## src/rtl/core/ssfc_pkg.sv

```systemverilog
// shared types and constants for the sensor stream frame checker
`timescale 1ns / 1ps
`default_nettype none

package ssfc_pkg;

  localparam int unsigned WinDepth = 64;
  localparam int unsigned WinAw    = 6;
  localparam int unsigned FillW    = 7;
  localparam int unsigned ErrW     = 16;

  // one result beat as it travels from the scan engine to the output stage
  typedef struct packed {
    logic [7:0]      payload_byte;
    logic            byte_present;
    logic            frame_last;
    logic [ErrW-1:0] error_total;
  } ssfc_item_t;

endpackage

`default_nettype wire

```

## src/rtl/core/sensor_stream_frame_checker_core.sv

```systemverilog
// top level: byte window memory, frame scan sequencer and configuration
//
//   port group   direction  handshake               payload
//   in           in         in_valid_i/in_stall_o    in_byte_i
//   out          out        out_valid_o/out_stall_i  payload_byte_o, byte_present_o,
//                                                    frame_last_o, error_total_o
//   cfg          in         cfg_we_i                 cfg_wdata_i (start marker)
//
// one byte is taken per scan and written to the 64-entry window; the scan then walks the
// window through its single read port: it drops junk bytes, rejects an oversize length,
// reads from the head through the checksum and emits the beats (waiting while out_stall_i
// holds) until it finds the window idle or the next frame incomplete
// in_stall_o stays high for the whole scan; a rejected frame restarts it one byte on
// reset empties the window and clears the error count; the memory itself is not cleared

`timescale 1ns / 1ps
`default_nettype none

module sensor_stream_frame_checker_core import ssfc_pkg::*; #(
  parameter int unsigned MAX_PAYLOAD = 61
) (
  input  wire logic        clk_i,
  input  wire logic        rst_ni,
  input  wire logic        in_valid_i,
  output logic             in_stall_o,
  input  wire logic [7:0]  in_byte_i,
  output logic             out_valid_o,
  input  wire logic        out_stall_i,
  output logic [7:0]       payload_byte_o,
  output logic             byte_present_o,
  output logic             frame_last_o,
  output logic [ErrW-1:0]  error_total_o,
  input  wire logic        cfg_we_i,
  input  wire logic [7:0]  cfg_wdata_i
);

  localparam logic [8:0] MaxPay = 9'(MAX_PAYLOAD);

  localparam logic [2:0] StIdle  = 3'd0;
  localparam logic [2:0] StHead  = 3'd1;
  localparam logic [2:0] StChk   = 3'd2;
  localparam logic [2:0] StLen   = 3'd3;
  localparam logic [2:0] StSum   = 3'd4;
  localparam logic [2:0] StEmit  = 3'd5;
  localparam logic [2:0] StEmpty = 3'd6;

  logic [2:0]       state_q, state_d;
  logic [WinAw-1:0] head_q, head_d;
  logic [FillW-1:0] fill_q, fill_d;
  logic [ErrW-1:0]  err_q, err_d;
  logic [7:0]       marker_q;
  logic [7:0]       len_q, len_d;
  logic [7:0]       sum_q, sum_d;
  logic [WinAw-1:0] idx_q, idx_d;

  logic [7:0]       mem [WinDepth];
  logic [7:0]       rdata_q;
  logic             rd_en;
  logic [WinAw-1:0] rd_addr;
  logic             wr_en;
  logic [WinAw-1:0] wr_addr;

  logic             load;
  ssfc_item_t       item;
  logic             out_free;

  logic [8:0]       frame_tot;
  logic [7:0]       sum_next;
  logic             sum_end;
  logic             emit_last;
  logic [FillW-1:0] drop_tot;

  ssfc_out_stage u_out (
    .clk_i,
    .rst_ni,
    .load_i         (load),
    .item_i         (item),
    .free_o         (out_free),
    .out_valid_o,
    .out_stall_i,
    .payload_byte_o,
    .byte_present_o,
    .frame_last_o,
    .error_total_o
  );

  function automatic logic [ErrW-1:0] err_inc(input logic [ErrW-1:0] e);
    err_inc = (e == {ErrW{1'b1}}) ? e : e + 1'b1;
  endfunction

  assign in_stall_o = (state_q != StIdle);
  assign frame_tot  = {1'b0, rdata_q} + 9'd3;
  assign sum_next   = sum_q + rdata_q;
  assign sum_end    = ({3'b0, idx_q} == ({1'b0, len_q} + 9'd2));
  assign emit_last  = ({3'b0, idx_q} == ({1'b0, len_q} + 9'd1));
  // a frame that reached the checksum fits the window, so len + 3 fits
  assign drop_tot   = FillW'(len_q) + FillW'(3);

  always_comb begin
    state_d = state_q;
    head_d  = head_q;
    fill_d  = fill_q;
    err_d   = err_q;
    len_d   = len_q;
    sum_d   = sum_q;
    idx_d   = idx_q;
    rd_en   = 1'b0;
    rd_addr = head_q;
    wr_en   = 1'b0;
    wr_addr = head_q + fill_q[WinAw-1:0];
    load    = 1'b0;
    item    = '{payload_byte: rdata_q, byte_present: 1'b1, frame_last: emit_last,
                error_total: err_q};

    unique case (state_q)
      StIdle: begin
        if (in_valid_i) begin
          wr_en = 1'b1;
          if (fill_q == FillW'(WinDepth)) begin
            // window full: oldest byte is overwritten and counted
            head_d = head_q + 1'b1;
            err_d  = err_inc(err_q);
          end else begin
            fill_d = fill_q + 1'b1;
          end
          state_d = StHead;
        end
      end
      StHead: begin
        if (fill_q == '0) begin
          state_d = StIdle;
        end else begin
          rd_en   = 1'b1;
          state_d = StChk;
        end
      end
      StChk: begin
        if (rdata_q != marker_q) begin
          // junk ahead of a start byte, read the next head right away
          head_d  = head_q + 1'b1;
          fill_d  = fill_q - 1'b1;
          err_d   = err_inc(err_q);
          rd_addr = head_q + 1'b1;
          if (fill_q == FillW'(1)) begin
            state_d = StIdle;
          end else begin
            rd_en = 1'b1;
          end
        end else if (fill_q < FillW'(2)) begin
          state_d = StIdle;
        end else begin
          rd_en   = 1'b1;
          rd_addr = head_q + 1'b1;
          state_d = StLen;
        end
      end
      StLen: begin
        if ({1'b0, rdata_q} > MaxPay) begin
          head_d  = head_q + 1'b1;
          fill_d  = fill_q - 1'b1;
          err_d   = err_inc(err_q);
          state_d = StHead;
        end else if (frame_tot > {2'b0, fill_q}) begin
          state_d = StIdle;
        end else begin
          len_d   = rdata_q;
          sum_d   = marker_q + rdata_q;
          idx_d   = WinAw'(2);
          rd_en   = 1'b1;
          rd_addr = head_q + WinAw'(2);
          state_d = StSum;
        end
      end
      StSum: begin
        if (sum_end) begin
          if (sum_next != 8'd0) begin
            head_d  = head_q + 1'b1;
            fill_d  = fill_q - 1'b1;
            err_d   = err_inc(err_q);
            state_d = StHead;
          end else if (len_q == 8'd0) begin
            state_d = StEmpty;
          end else begin
            idx_d   = WinAw'(2);
            rd_en   = 1'b1;
            rd_addr = head_q + WinAw'(2);
            state_d = StEmit;
          end
        end else begin
          sum_d   = sum_next;
          idx_d   = idx_q + 1'b1;
          rd_en   = 1'b1;
          rd_addr = head_q + idx_q + 1'b1;
        end
      end
      StEmit: begin
        // read data holds while the output register is busy
        if (out_free) begin
          load = 1'b1;
          if (emit_last) begin
            head_d  = head_q + drop_tot[WinAw-1:0];
            fill_d  = fill_q - drop_tot;
            state_d = StHead;
          end else begin
            idx_d   = idx_q + 1'b1;
            rd_en   = 1'b1;
            rd_addr = head_q + idx_q + 1'b1;
          end
        end
      end
      StEmpty: begin
        item = '{payload_byte: 8'd0, byte_present: 1'b0, frame_last: 1'b1,
                 error_total: err_q};
        if (out_free) begin
          load    = 1'b1;
          head_d  = head_q + drop_tot[WinAw-1:0];
          fill_d  = fill_q - drop_tot;
          state_d = StHead;
        end
      end
      default: begin
        state_d = StIdle;
      end
    endcase
  end

  always_ff @(posedge clk_i or negedge rst_ni) begin
    if (!rst_ni) begin
      state_q  <= StIdle;
      head_q   <= '0;
      fill_q   <= '0;
      err_q    <= '0;
      marker_q <= 8'd19;
    end else begin
      state_q <= state_d;
      head_q  <= head_d;
      fill_q  <= fill_d;
      err_q   <= err_d;
      if (cfg_we_i) begin
        marker_q <= cfg_wdata_i;
      end
    end
  end

  always_ff @(posedge clk_i) begin
    len_q <= len_d;
    sum_q <= sum_d;
    idx_q <= idx_d;
  end

  always_ff @(posedge clk_i) begin
    if (wr_en) begin
      mem[wr_addr] <= in_byte_i;
    end
  end

  always_ff @(posedge clk_i) begin
    if (rd_en) begin
      rdata_q <= mem[rd_addr];
    end
  end

endmodule

`default_nettype wire

```

## src/rtl/core/ssfc_out_stage.sv

```systemverilog
// output register holding one result beat until the consumer takes it
`timescale 1ns / 1ps
`default_nettype none

module ssfc_out_stage import ssfc_pkg::*; (
  input  wire logic               clk_i,
  input  wire logic               rst_ni,
  input  wire logic               load_i,
  input  wire ssfc_item_t         item_i,
  output logic                    free_o,
  output logic                    out_valid_o,
  input  wire logic               out_stall_i,
  output logic [7:0]              payload_byte_o,
  output logic                    byte_present_o,
  output logic                    frame_last_o,
  output logic [ErrW-1:0]         error_total_o
);

  logic       valid_q, valid_d;
  ssfc_item_t item_q;

  // the register can take a new beat when empty or when its beat leaves now
  assign free_o = !valid_q || !out_stall_i;

  always_comb begin
    valid_d = valid_q;
    if (load_i) begin
      valid_d = 1'b1;
    end else if (valid_q && !out_stall_i) begin
      valid_d = 1'b0;
    end
  end

  always_ff @(posedge clk_i or negedge rst_ni) begin
    if (!rst_ni) begin
      valid_q <= 1'b0;
    end else begin
      valid_q <= valid_d;
    end
  end

  always_ff @(posedge clk_i) begin
    if (load_i) begin
      item_q <= item_i;
    end
  end

  assign out_valid_o    = valid_q;
  assign payload_byte_o = item_q.payload_byte;
  assign byte_present_o = item_q.byte_present;
  assign frame_last_o   = item_q.frame_last;
  assign error_total_o  = item_q.error_total;

endmodule

`default_nettype wire
```

## config.mk

```make
export PLATFORM = sky130hd
export DESIGN_NAME = sensor_stream_frame_checker_core
export DESIGN_NICKNAME = d
export VERILOG_FILES = /design/src/rtl/core/ssfc_pkg.sv /design/src/rtl/core/sensor_stream_frame_checker_core.sv /design/src/rtl/core/ssfc_out_stage.sv
export SDC_FILE = /design/constraint.sdc
export NUM_CORES = 1
export LEC_CHECK = 0
export BUFFER_PORTS_ARGS = -buffer_cell sky130_fd_sc_hd__buf_2
export CAP_MARGIN = 20
export CORE_AREA = 5 5 217 219
export CTS_CLUSTER_DIAMETER = 60
export CTS_CLUSTER_SIZE = 8
export DETAILED_ROUTE_END_ITERATION = 8
export DIE_AREA = 0 0 222 224
export PLACE_DENSITY = 0.8
export SLEW_MARGIN = 15
export SYNTH_ARGS = -nofsm -noshare
export SYNTH_HDL_FRONTEND = slang
export SYNTH_SLANG_ARGS = --single-unit
```

## constraint.sdc

```tcl
create_clock -name clk_i -period 5.5 [get_ports clk_i]
set_clock_uncertainty 0.2 [all_clocks]
set_input_delay 0.275 -clock clk_i [delete_from_list [all_inputs] [get_ports clk_i]]
set_output_delay 0.275 -clock clk_i [all_outputs]
set_load 0.005 [all_outputs]
```

-- Yosys cells after proc, flatten, opt, wreduce, memory -nomap -nowiden
Memory sizes are Yosys's and may differ from the RTL's. A register that Yosys moved wholly into a read port is not among the register bits.
Cells that the tools add are included.
- register bits after elaboration: 89
- bits in latches: 0
- bits in writable memories: 512
- memory bits (read-only): 0
- bits of input ports: 21
- output and inout port bits: 28
- logic and storage cells: 172
- memories: 1
- memory list (name ; depth ; bits a word ; read ports ; clocked after Yosys merged registers in ; wr ports ; RTL line ; text):
    mem ; 64 ; 8 ; 1 ; 1 ; 1 ; sensor_stream_frame_checker_core.sv:56 ; logic [7:0] mem [WinDepth];
- add/sub/neg operators: 17
- $mul: 0
- divide/modulo/power cells: 0
- magnitude comparators: 3
- equality and inequality tests: 29
- shifts and indexed selects: 0
- mux-type cells: 85
- bitwise gates (word level): 2
- reductions and logical operators: 22
- operators by type and width (operator ; count):
    6-bit two-way mux ; 25
    16-bit two-way mux ; 7
    16-bit case mux with 4 select lines ; 1
    7-bit two-way mux ; 9
    7-bit case mux with 6 select lines ; 1
    6-bit case mux with 6 select lines ; 1
    3-bit two-way mux ; 10
    2-bit != test (second input constant) ; 14
    8-bit two-way mux ; 3
    6-bit case mux with 4 select lines ; 1
    3-bit case mux with 7 select lines ; 1
    10-bit AND reduction ; 2
    1-bit two-way mux ; 19
    6-bit by 1-bit adder with 6-bit output (second input constant) ; 3
    6-bit adder ; 3
    8-bit by 2-bit adder with 9-bit output (second input constant) ; 2
    6-bit by 9-bit == test with 1-bit output ; 2
    18-bit two-way mux ; 1
    6-bit case mux with 3 select lines ; 1
    16-bit by 1-bit adder with 16-bit output (second input constant) ; 1
    8-bit adder ; 2
    16-bit == test (second input constant) ; 1
    8-bit case mux with 2 select lines ; 1
    7-bit AND reduction ; 2
    other kinds (34) ; 45

-- Depth between registers and ports, before layout
Gate-level depths: netlist of run 1.
- depth after elaboration: 5
- depth in mapped cells: 22
- mapped depth without buffers: 18

-- Hierarchy
A second synthesis of run 1 with hierarchy kept.
- cells, all modules: 2180
- area, all modules: 27567.7 µm²
- modules (own cells, without submodules) (module ; times used ; cells an instance ; area an instance (µm²) ; seq. area each (µm²)):
    sensor_stream_frame_checker_core ; 1 ; 2151 ; 26750.7 ; 17280.3
    ssfc_out_stage ; 1 ; 29 ; 817.0 ; 805.8

-- Worst setup path before layout of run 1
No wires, ideal clock.
- path type: reg-to-reg
- start: reg rdata_q[0], read port of mem
- end: reg rdata_q[2], read port of mem, data pin
- library setup time: 0.255 ns
- data arrival time: 3.967 ns
- data required time: 5.045 ns
- setup slack: 1.077 ns
- cell stages (with the launch flop): 16
- buffers on the path: 0
- period minus slack after synthesis: 4.423 ns
- path through: edfxtp_1 -> ha_1 -> inv_1 -> fa_1 -> nand2b_1 -> a21oi_2 -> a2111oi_0 -> or4b_1 -> o31a_1 -> o221a_2 -> o2bb2ai_2 -> nand2_1 -> or3_1 -> o22ai_1 -> nor4_1 -> and3_1
- longest elaborated chain between the ends: 5
- elaborated cells on any way between the ends: 18
- those cells by class: add/sub (2); order compare (2); eq/ne (1); mux (12); reduce/logical (1)
- ends and longest elaborated chain (item ; RTL line ; text):
    from (decl) ; sensor_stream_frame_checker_core.sv:57 ; logic [7:0] rdata_q;
    8-bit by 2-bit adder with 9-bit output or 8-bit adder (tied branches) ; sensor_stream_frame_checker_core.sv:92, sensor_stream_frame_checker_core.sv:93 ;
    9-bit by 7-bit > comparator with 1-bit output or 8-bit nonzero test (tied branches) ; sensor_stream_frame_checker_core.sv:163, sensor_stream_frame_checker_core.sv:176 ;
    1-bit two-way mux, or another cell as far along ; sensor_stream_frame_checker_core.sv:163 ; end else if (frame_tot > {2'b0, fill_q}) begin
    1-bit two-way mux, or another cell as far along ; sensor_stream_frame_checker_core.sv:158 ; if ({1'b0, rdata_q} > MaxPay) begin
    1-bit case mux with 5 select lines or 6-bit case mux with 4 select lines (tied branches) ; sensor_stream_frame_checker_core.sv:115 ; unique case (state_q)
Several ways; a longest one is shown, not always the timed one.
A chain may end at the register's enable or synchronous reset.

-- Worst setup path in the final report of run 1
- start: reg rdata_q[0], read port of mem
- end: reg rdata_q[5], read port of mem, data pin
The elaborated chain is that of the path after synthesis.

==> results of run 1 <==
## per-layer routing
layer | GRT usage [%] | vias up | part of all wire, %
li1 | - | 7326 | -
met1 | 34.9 | 8404 | 37
met2 | 44.1 | 1024 | 49
met3 | 5.49 | 238 | 9.0
met4 | 11.4 | 2 | 4.6
met5 | 0.949 | - | 0.097
## cells in the final DEF (no fill, tap or decap), types with 18 or more instances in the layout
cell             n
a32oi_1         20
o21ai_0         39
mux2i_1         52
nor2_1         150
edfxtp_1       568
clkbuf_16       89
a31oi_1         18
and3_1          24
a21oi_1         52
xor2_1          31
nand2_1        202
nand3_1         46
clkbuf_1        19
inv_1           39
buf_2           41
and2_1          20
nor3_1          18
mux4_2          73
dfrtp_1         38
ha_1            56
xnor2_1         48
buf_4           53
dlygate4sd3_1   21
## worst max-delay path, cell delays in order, from the launching register on
cell	delay [ns]
edfxtp_1	0.42
ha_1	0.23
inv_1	0.07
fa_1	0.40
nand2b_1	0.18
a21oi_2	0.18
a2111oi_0	0.15
or4b_1	0.63
o31a_1	0.36
a211oi_2	0.35
or2_4	0.44
buf_4	0.38
mux4_2	0.25
o22ai_1	0.10
nor4_2	0.52
and3_1	0.28
## sequential cells by signal (all words and copies together) (netlist names), 7 cells and up
| name | count |
|---|---|
| marker_q | 8 |
| rdata_q | 8 |
| u_out.error_total_o | 16 |
| fill_q | 7 |
| err_q | 16 |
| u_out.payload_byte_o | 8 |
| mem | 512 |
| len_q | 8 |
| sum_q | 8 |
## final cells by class
type                       instances  area, um^2  share of cell area (%)
sequential                       609       18100                    58.6
multi-input combinational       1103        8430                    27.3
tap                              600         751                    2.43
inverter                          40         150                   0.486
timing repair buffer             126        1030                    3.35
clock buffer                     109        2310                    7.49
clock inverter                     6         106                   0.345
## worst max-delay path by stage
stage	start	end	slack, ns	cells past startpoint
after floorplan	rdata_q[0]	rdata_q[2]	1.08	15
after global placement	rdata_q[0]	rdata_q[2]	0.19	15
after detailed placement	rdata_q[0]	rdata_q[2]	0.13	15
after CTS	rdata_q[0]	rdata_q[5]	0.06	15
after global routing	rdata_q[0]	rdata_q[5]	-0.003	16
final	rdata_q[0]	rdata_q[5]	0.19	15
## through the flow
stage          instances  utilization, %  total power, W
2_1_floorplan       1825               -          0.0107
3_3_place_gp        2455            62.7          0.0126
3_5_place_dp        2455            62.7          0.0128
4_1_cts             2589            68.5          0.0178
5_1_grt             2593            68.8          0.0186
6_report            2593            68.8          0.0179
## power by group through the flow
stage               sequential, W  clock [W]  combinational, W
global placement          0.00594          0           0.00671
global route              0.00591    0.00512           0.00761
floorplan                 0.00583          0           0.00487
detailed placement        0.00596          0           0.00687
finish                    0.00589    0.00484           0.00719
CTS                       0.00588    0.00489           0.00702
## cell families (layout without fill, tap and decap cells)
| kind of cell | Yosys count | after routing | share of synthesized area, % |
|---|---|---|---|
| compound gates | 275 | 275 | 7.22 |
| xor+xnor | 80 | 80 | 2.64 |
| fa+ha+maj | 62 | 62 | 3.02 |
| buf+inv | 113 | 281 | 2.43 |
| flops | 609 | 609 | 66.6 |
| mux | 141 | 141 | 8.75 |
| simple gates | 545 | 545 | 9.29 |
## repair_timing
action                                  4_1_cts  5_1_grt
endpoints found under the setup margin        0        8
hold buffers                                 19        2
resized for setup                             0        5
hold endpoints to repair                     47       47
==> results_dict.tcl, run 1 <==
set metrics [dict create \
    post-route-cell-area_um2 30900 \
    row_count 78 \
    synth_ff_type "edfxtp_1" \
    hold_path.class "in -> async" \
    synth_edf_count 568 \
    start_kind "flip-flop" \
    die_w_um 222 \
    ir_drop_mv 0.421 \
    io_buffer_count 48 \
    dr.pass1.iters 8 \
    h-tree-depth 3 \
    synth_top_area_share_pct 62.8 \
    hold_viol_final 0 \
    path_max_fanout 20 \
    synth_area_leaders "edfxtp_1, mux4_2, dfrtp_1" \
    p_int_w 0.0113 \
    synth_seq_cells 609 \
    yosysSeqAreaShare_pct 66.6 \
    worstSetupEndpointType "flip-flop" \
    pre_cts_ws_ns 0.133 \
    fin_crit_ns 5.31 \
    drtAntennaViolNets 0 \
    antenna_cells 0 \
    nNetsFinal 2050 \
    maxSlewViolCount 0 \
    setup_viol 0 \
    clkLatencyLatePin_ns 0.62 \
    grt_util_all_layers_pct 26.7 \
    p_clk_share_pct 27.0 \
    period_share_pct 96.5 \
    drtIter0Drc 2271 \
    p_comb_share_pct 40.1 \
    grt_pass1_vias 17300 \
    yosysTopAreaCell "edfxtp_1" \
    rr_worst_depth 15 \
    grt_antenna_before_repair 0 \
    routedWlPerCell_um 25.9 \
    dpl_cell_area_um2 28200 \
    nFillCells 2927 \
    grt_max_degree 65 \
    synth_area_per_cell_um2 14.9 \
    clk_pin_slew_ns 0.05 \
    arrival_ns 5.56 \
    cts_tree "done" \
    place_congestion 0.931 \
    drive_gt1_share_pct 16.1 \
    io_pins 49 \
    syn2layout_area_growth_pct 13.7 \
    fin_ws_ns 0.193 \
    dp_hpwl_mm 41.7 \
    dr_total_vias 17000 \
    holdWs_ns 0.00840 \
    r2r-end "rdata_q[5]" \
    cts_buffer_depth 3 \
    cp.required_ns 5.75 \
    switchingPower_w 0.00660 \
    async_reset_ff_share_pct 6.73 \
    maxCapViolCount 0 \
    synth_cell_types 89 \
    yosysWarnings 0 \
    switching_share_pct 36.8 \
    cts_setup_buffers 0 \
    r2r-start "rdata_q[0]" \
    dieArea_um2 49700 \
    fin_tns_setup_ns 0 \
    cts_made_buffers 87 \
    run_status "finished clean" \
    synth_area_um2 27100 \
    die-height_um 224 \
    timing.fmax_mhz 188 \
    power.density_nw_per_um2 580 \
    ys_top_cells_by_count "edfxtp_1, nand2_1, nor2_1" \
    r2r_slack_ns 0.19 \
    core_um2 44900 \
    cts-root-buf "clkbuf_16" \
    max-slew-margin-rel_pct 28.0 \
    initial_core_util_pct 60.5 \
    wl_mm 67.1 \
    globalRoute.totalOverflow 0 \
    via_per_inst 6.55 \
    synth.most_common_cell "edfxtp_1" \
    power_frac_seq_pct 32.9 \
    setup.worst_path.class "reg -> reg" \
    drc 0 \
    grt_pass1_wl_mm 102 \
    worst_slew_pin_slew_ns 1.08 \
    leakagePower_nw 10.8 \
    numClockSinks 609 \
    synthesis.nets 1908 \
    postSynthCellCount 1825 \
]
Note: power is estimated with default switching activity, not from simulation.
==> run 2, diff against run 1 <==
CORE_AREA = 5 5 225 227   (was 5 5 217 219)
DIE_AREA = 0 0 230 232   (was 0 0 222 224)
HOLD_SLACK_MARGIN = 0.02   (was default)
PLACE_DENSITY = 0.79   (was 0.8)
clock period = 4.6 ns   (was 5.5 ns; I/O delays follow)
==> run 2 against run 1 <==
Effect of this change:
- routed wire length increased by 15%
- critical path depth increased by 5
- setup slack worse by 0.62 ns
- count of clock-buffer cells in the layout is 1 higher
- final area up 8.8%
- sequential power increased by 18%
- register-to-register slack worse by 0.62 ns
- the run now ends with setup timing left
- largest cell class unchanged
- maximum frequency increased by 5.6%
- worst hold slack improved by 0.060 ns
- non-clock buffer count grew 205
- power is 39% higher
==> results_dict.tcl, run 2 (synthesis results as in run 1) <==
set metrics [dict create \
    drc 0 \
    min-delay-start "in_byte_i[2]" \
    rr_worst_depth 20 \
    dp_hpwl_mm 45.7 \
    hold_viol_final 0 \
    maxSlewViolCount 0 \
    timing.fmax_mhz 199 \
    layout_commonest_cell "edfxtp_1" \
    maxCapViolCount 0 \
    grt_pass1_wl_mm 114 \
    setup.worst_path.class "reg -> reg" \
    post-route-cell-area_um2 33600 \
    routedWlPerCell_um 27.3 \
    h-tree-depth 3 \
    initial_core_util_pct 56.0 \
    cts-root-buf "clkbuf_16" \
    grt_pass1_vias 19000 \
    syn2layout_area_growth_pct 23.8 \
    largest_reg_flops 512 \
    rsz0062_at_grt "true" \
    grt_max_degree 65 \
    row_count 81 \
    power.density_nw_per_um2 740 \
    r2r-end "rdata_q[5]" \
    nNetsFinal 2256 \
    start_kind "flip-flop" \
    layout_common_cells "edfxtp_1, buf_4, nand2_1" \
    holdPathStages 2 \
    core_um2 48400 \
    clk_pin_slew_ns 0.05 \
    hold_path.class "in -> reg" \
    die_w_um 230 \
    wl_mm 77.3 \
    cpMostUsedCell "buf_6" \
    fin_tns_setup_ns -2.79 \
    cts_tree "done" \
    dieArea_um2 53400 \
    holdPathEnd "mem[28][2]" \
    fin_ws_ns -0.424 \
    dpl_cell_area_um2 29300 \
    antenna_cells 0 \
    cts_buffer_depth 3 \
    io_pins 49 \
    run_status "finished with violations" \
    globalRoute.totalOverflow 0 \
    drtAntennaViolNets 0 \
    regMostFlops "mem" \
    worst_slew_pin_slew_ns 0.998 \
    setup_viol 8 \
    io_buffer_count 48 \
    path_cells "buf_6 -> ha_4 -> inv_2 -> fa_2 -> nand2b_4 -> a21oi_4 -> a2111oi_4 -> or4b_4 -> o31a_1 -> buf_6 -> buf_6 -> o221a_4 -> a2bb2oi_1 -> buf_4 -> and2_1 -> nand3_4 -> buf_4 -> o22ai_2 -> nor4_4 -> and3_1" \
    period_share_pct 109 \
    dr.pass1.iters 7 \
    r2r_slack_ns -0.42 \
    fin_crit_ns 5.02 \
    cts_made_buffers 88 \
    via_per_inst 6.55 \
    r2r-start "rdata_q[0]" \
    max-slew-margin-rel_pct 33.2 \
    grt_util_all_layers_pct 28.3 \
    cp_slowest_cell "or4b_4" \
    ir_drop_mv 0.533 \
    leakagePower_nw 12.1 \
    drtIter0Drc 2462 \
    clkLatencyLatePin_ns 0.65 \
    slowest_delay_ns 0.59 \
    drive_gt1_share_pct 28.5 \
    arrival_ns 5.33 \
    dr_total_vias 18500 \
    violations "setup timing" \
    grt_antenna_before_repair 0 \
    cp.required_ns 4.90 \
    place_congestion 0.967 \
    path_max_fanout 6 \
    worstSetupEndpointType "flip-flop" \
    nFillCells 2966 \
    die-height_um 232 \
    numClockSinks 609 \
]
[run 2: worst max-delay path: cells and delay by family (launching register included)]
kind,cells,cell delay (ns)
buffers and inverters,6,0.80
adder cells (fa/ha/maj),2,0.47
AO/OA/AOI/OAI,6,1.12
AND/OR/NAND/NOR,6,1.79
flip-flops,1,0.48
[run 2: worst max path at each step]
stage | startpoint | endpoint | slack (ns) | cells after the start
3_3_place_gp | rdata_q[0] | rdata_q[0] | -0.51 | 23
4_1_cts | rdata_q[0] | rdata_q[3] | -0.28 | 22
3_5_place_dp | rdata_q[0] | rdata_q[5] | -0.68 | 18
2_1_floorplan | rdata_q[0] | rdata_q[2] | 0.18 | 15
6_report | rdata_q[0] | rdata_q[5] | -0.42 | 20
5_1_grt | rdata_q[0] | rdata_q[3] | -0.52 | 22
[run 2: area by class of cell]
type                       count  area (um^2)  area share [%]
sequential                   609        18100            53.8
multi-input combinational   1103         9210            27.4
timing repair buffer         331         2870            8.55
clock buffer                 110         2280            6.80
tap                          622          778            2.32
clock inverter                13          208           0.618
inverter                      40          153           0.454
[run 2: layer usage]
layer,up-vias,track usage (%),part of all wire (%)
li1,7747,-,-
met1,9067,36.0,35
met2,1418,46.6,49
met3,305,5.87,11
met4,0,14.5,5.5
met5,-,0,0
[run 2: per-stage QoR]
step	hold WS (ns)	power (W)	worst slack, ns	instances	util (%)
detailed placement	0.271	0.0166	-0.675	2615	60.4
CTS	0.0346	0.0239	-0.279	2827	68.8
finish	0.0687	0.0249	-0.424	2828	69.3
global placement	0.254	0.0163	-0.506	2615	60.4
floorplan	-0.266	0.0128	0.177	1825	-
global route	0.0866	0.0257	-0.525	2828	69.3
[run 2: repair_timing]
action / CTS / global route
hold buffers: 19 / 4
endpoints found under the hold margin: 48 / 141
endpoints found under the setup margin: 8 / 34
gates cloned: 3 / 0
setup buffers: 73 / 9
pin swaps: 63 / 41
resized for setup: 152 / 46
[run 2: where the power goes]
| group | leakage (nW) | internal, W | switching [W] |
|---|---|---|---|
| combinational | 5.31 | 0.00519 | 0.00687 |
| clock | 1.20 | 0.00353 | 0.00232 |
| sequential | 5.64 | 0.00666 | 0.000295 |
| total | 12.1 | 0.0154 | 0.00949 |
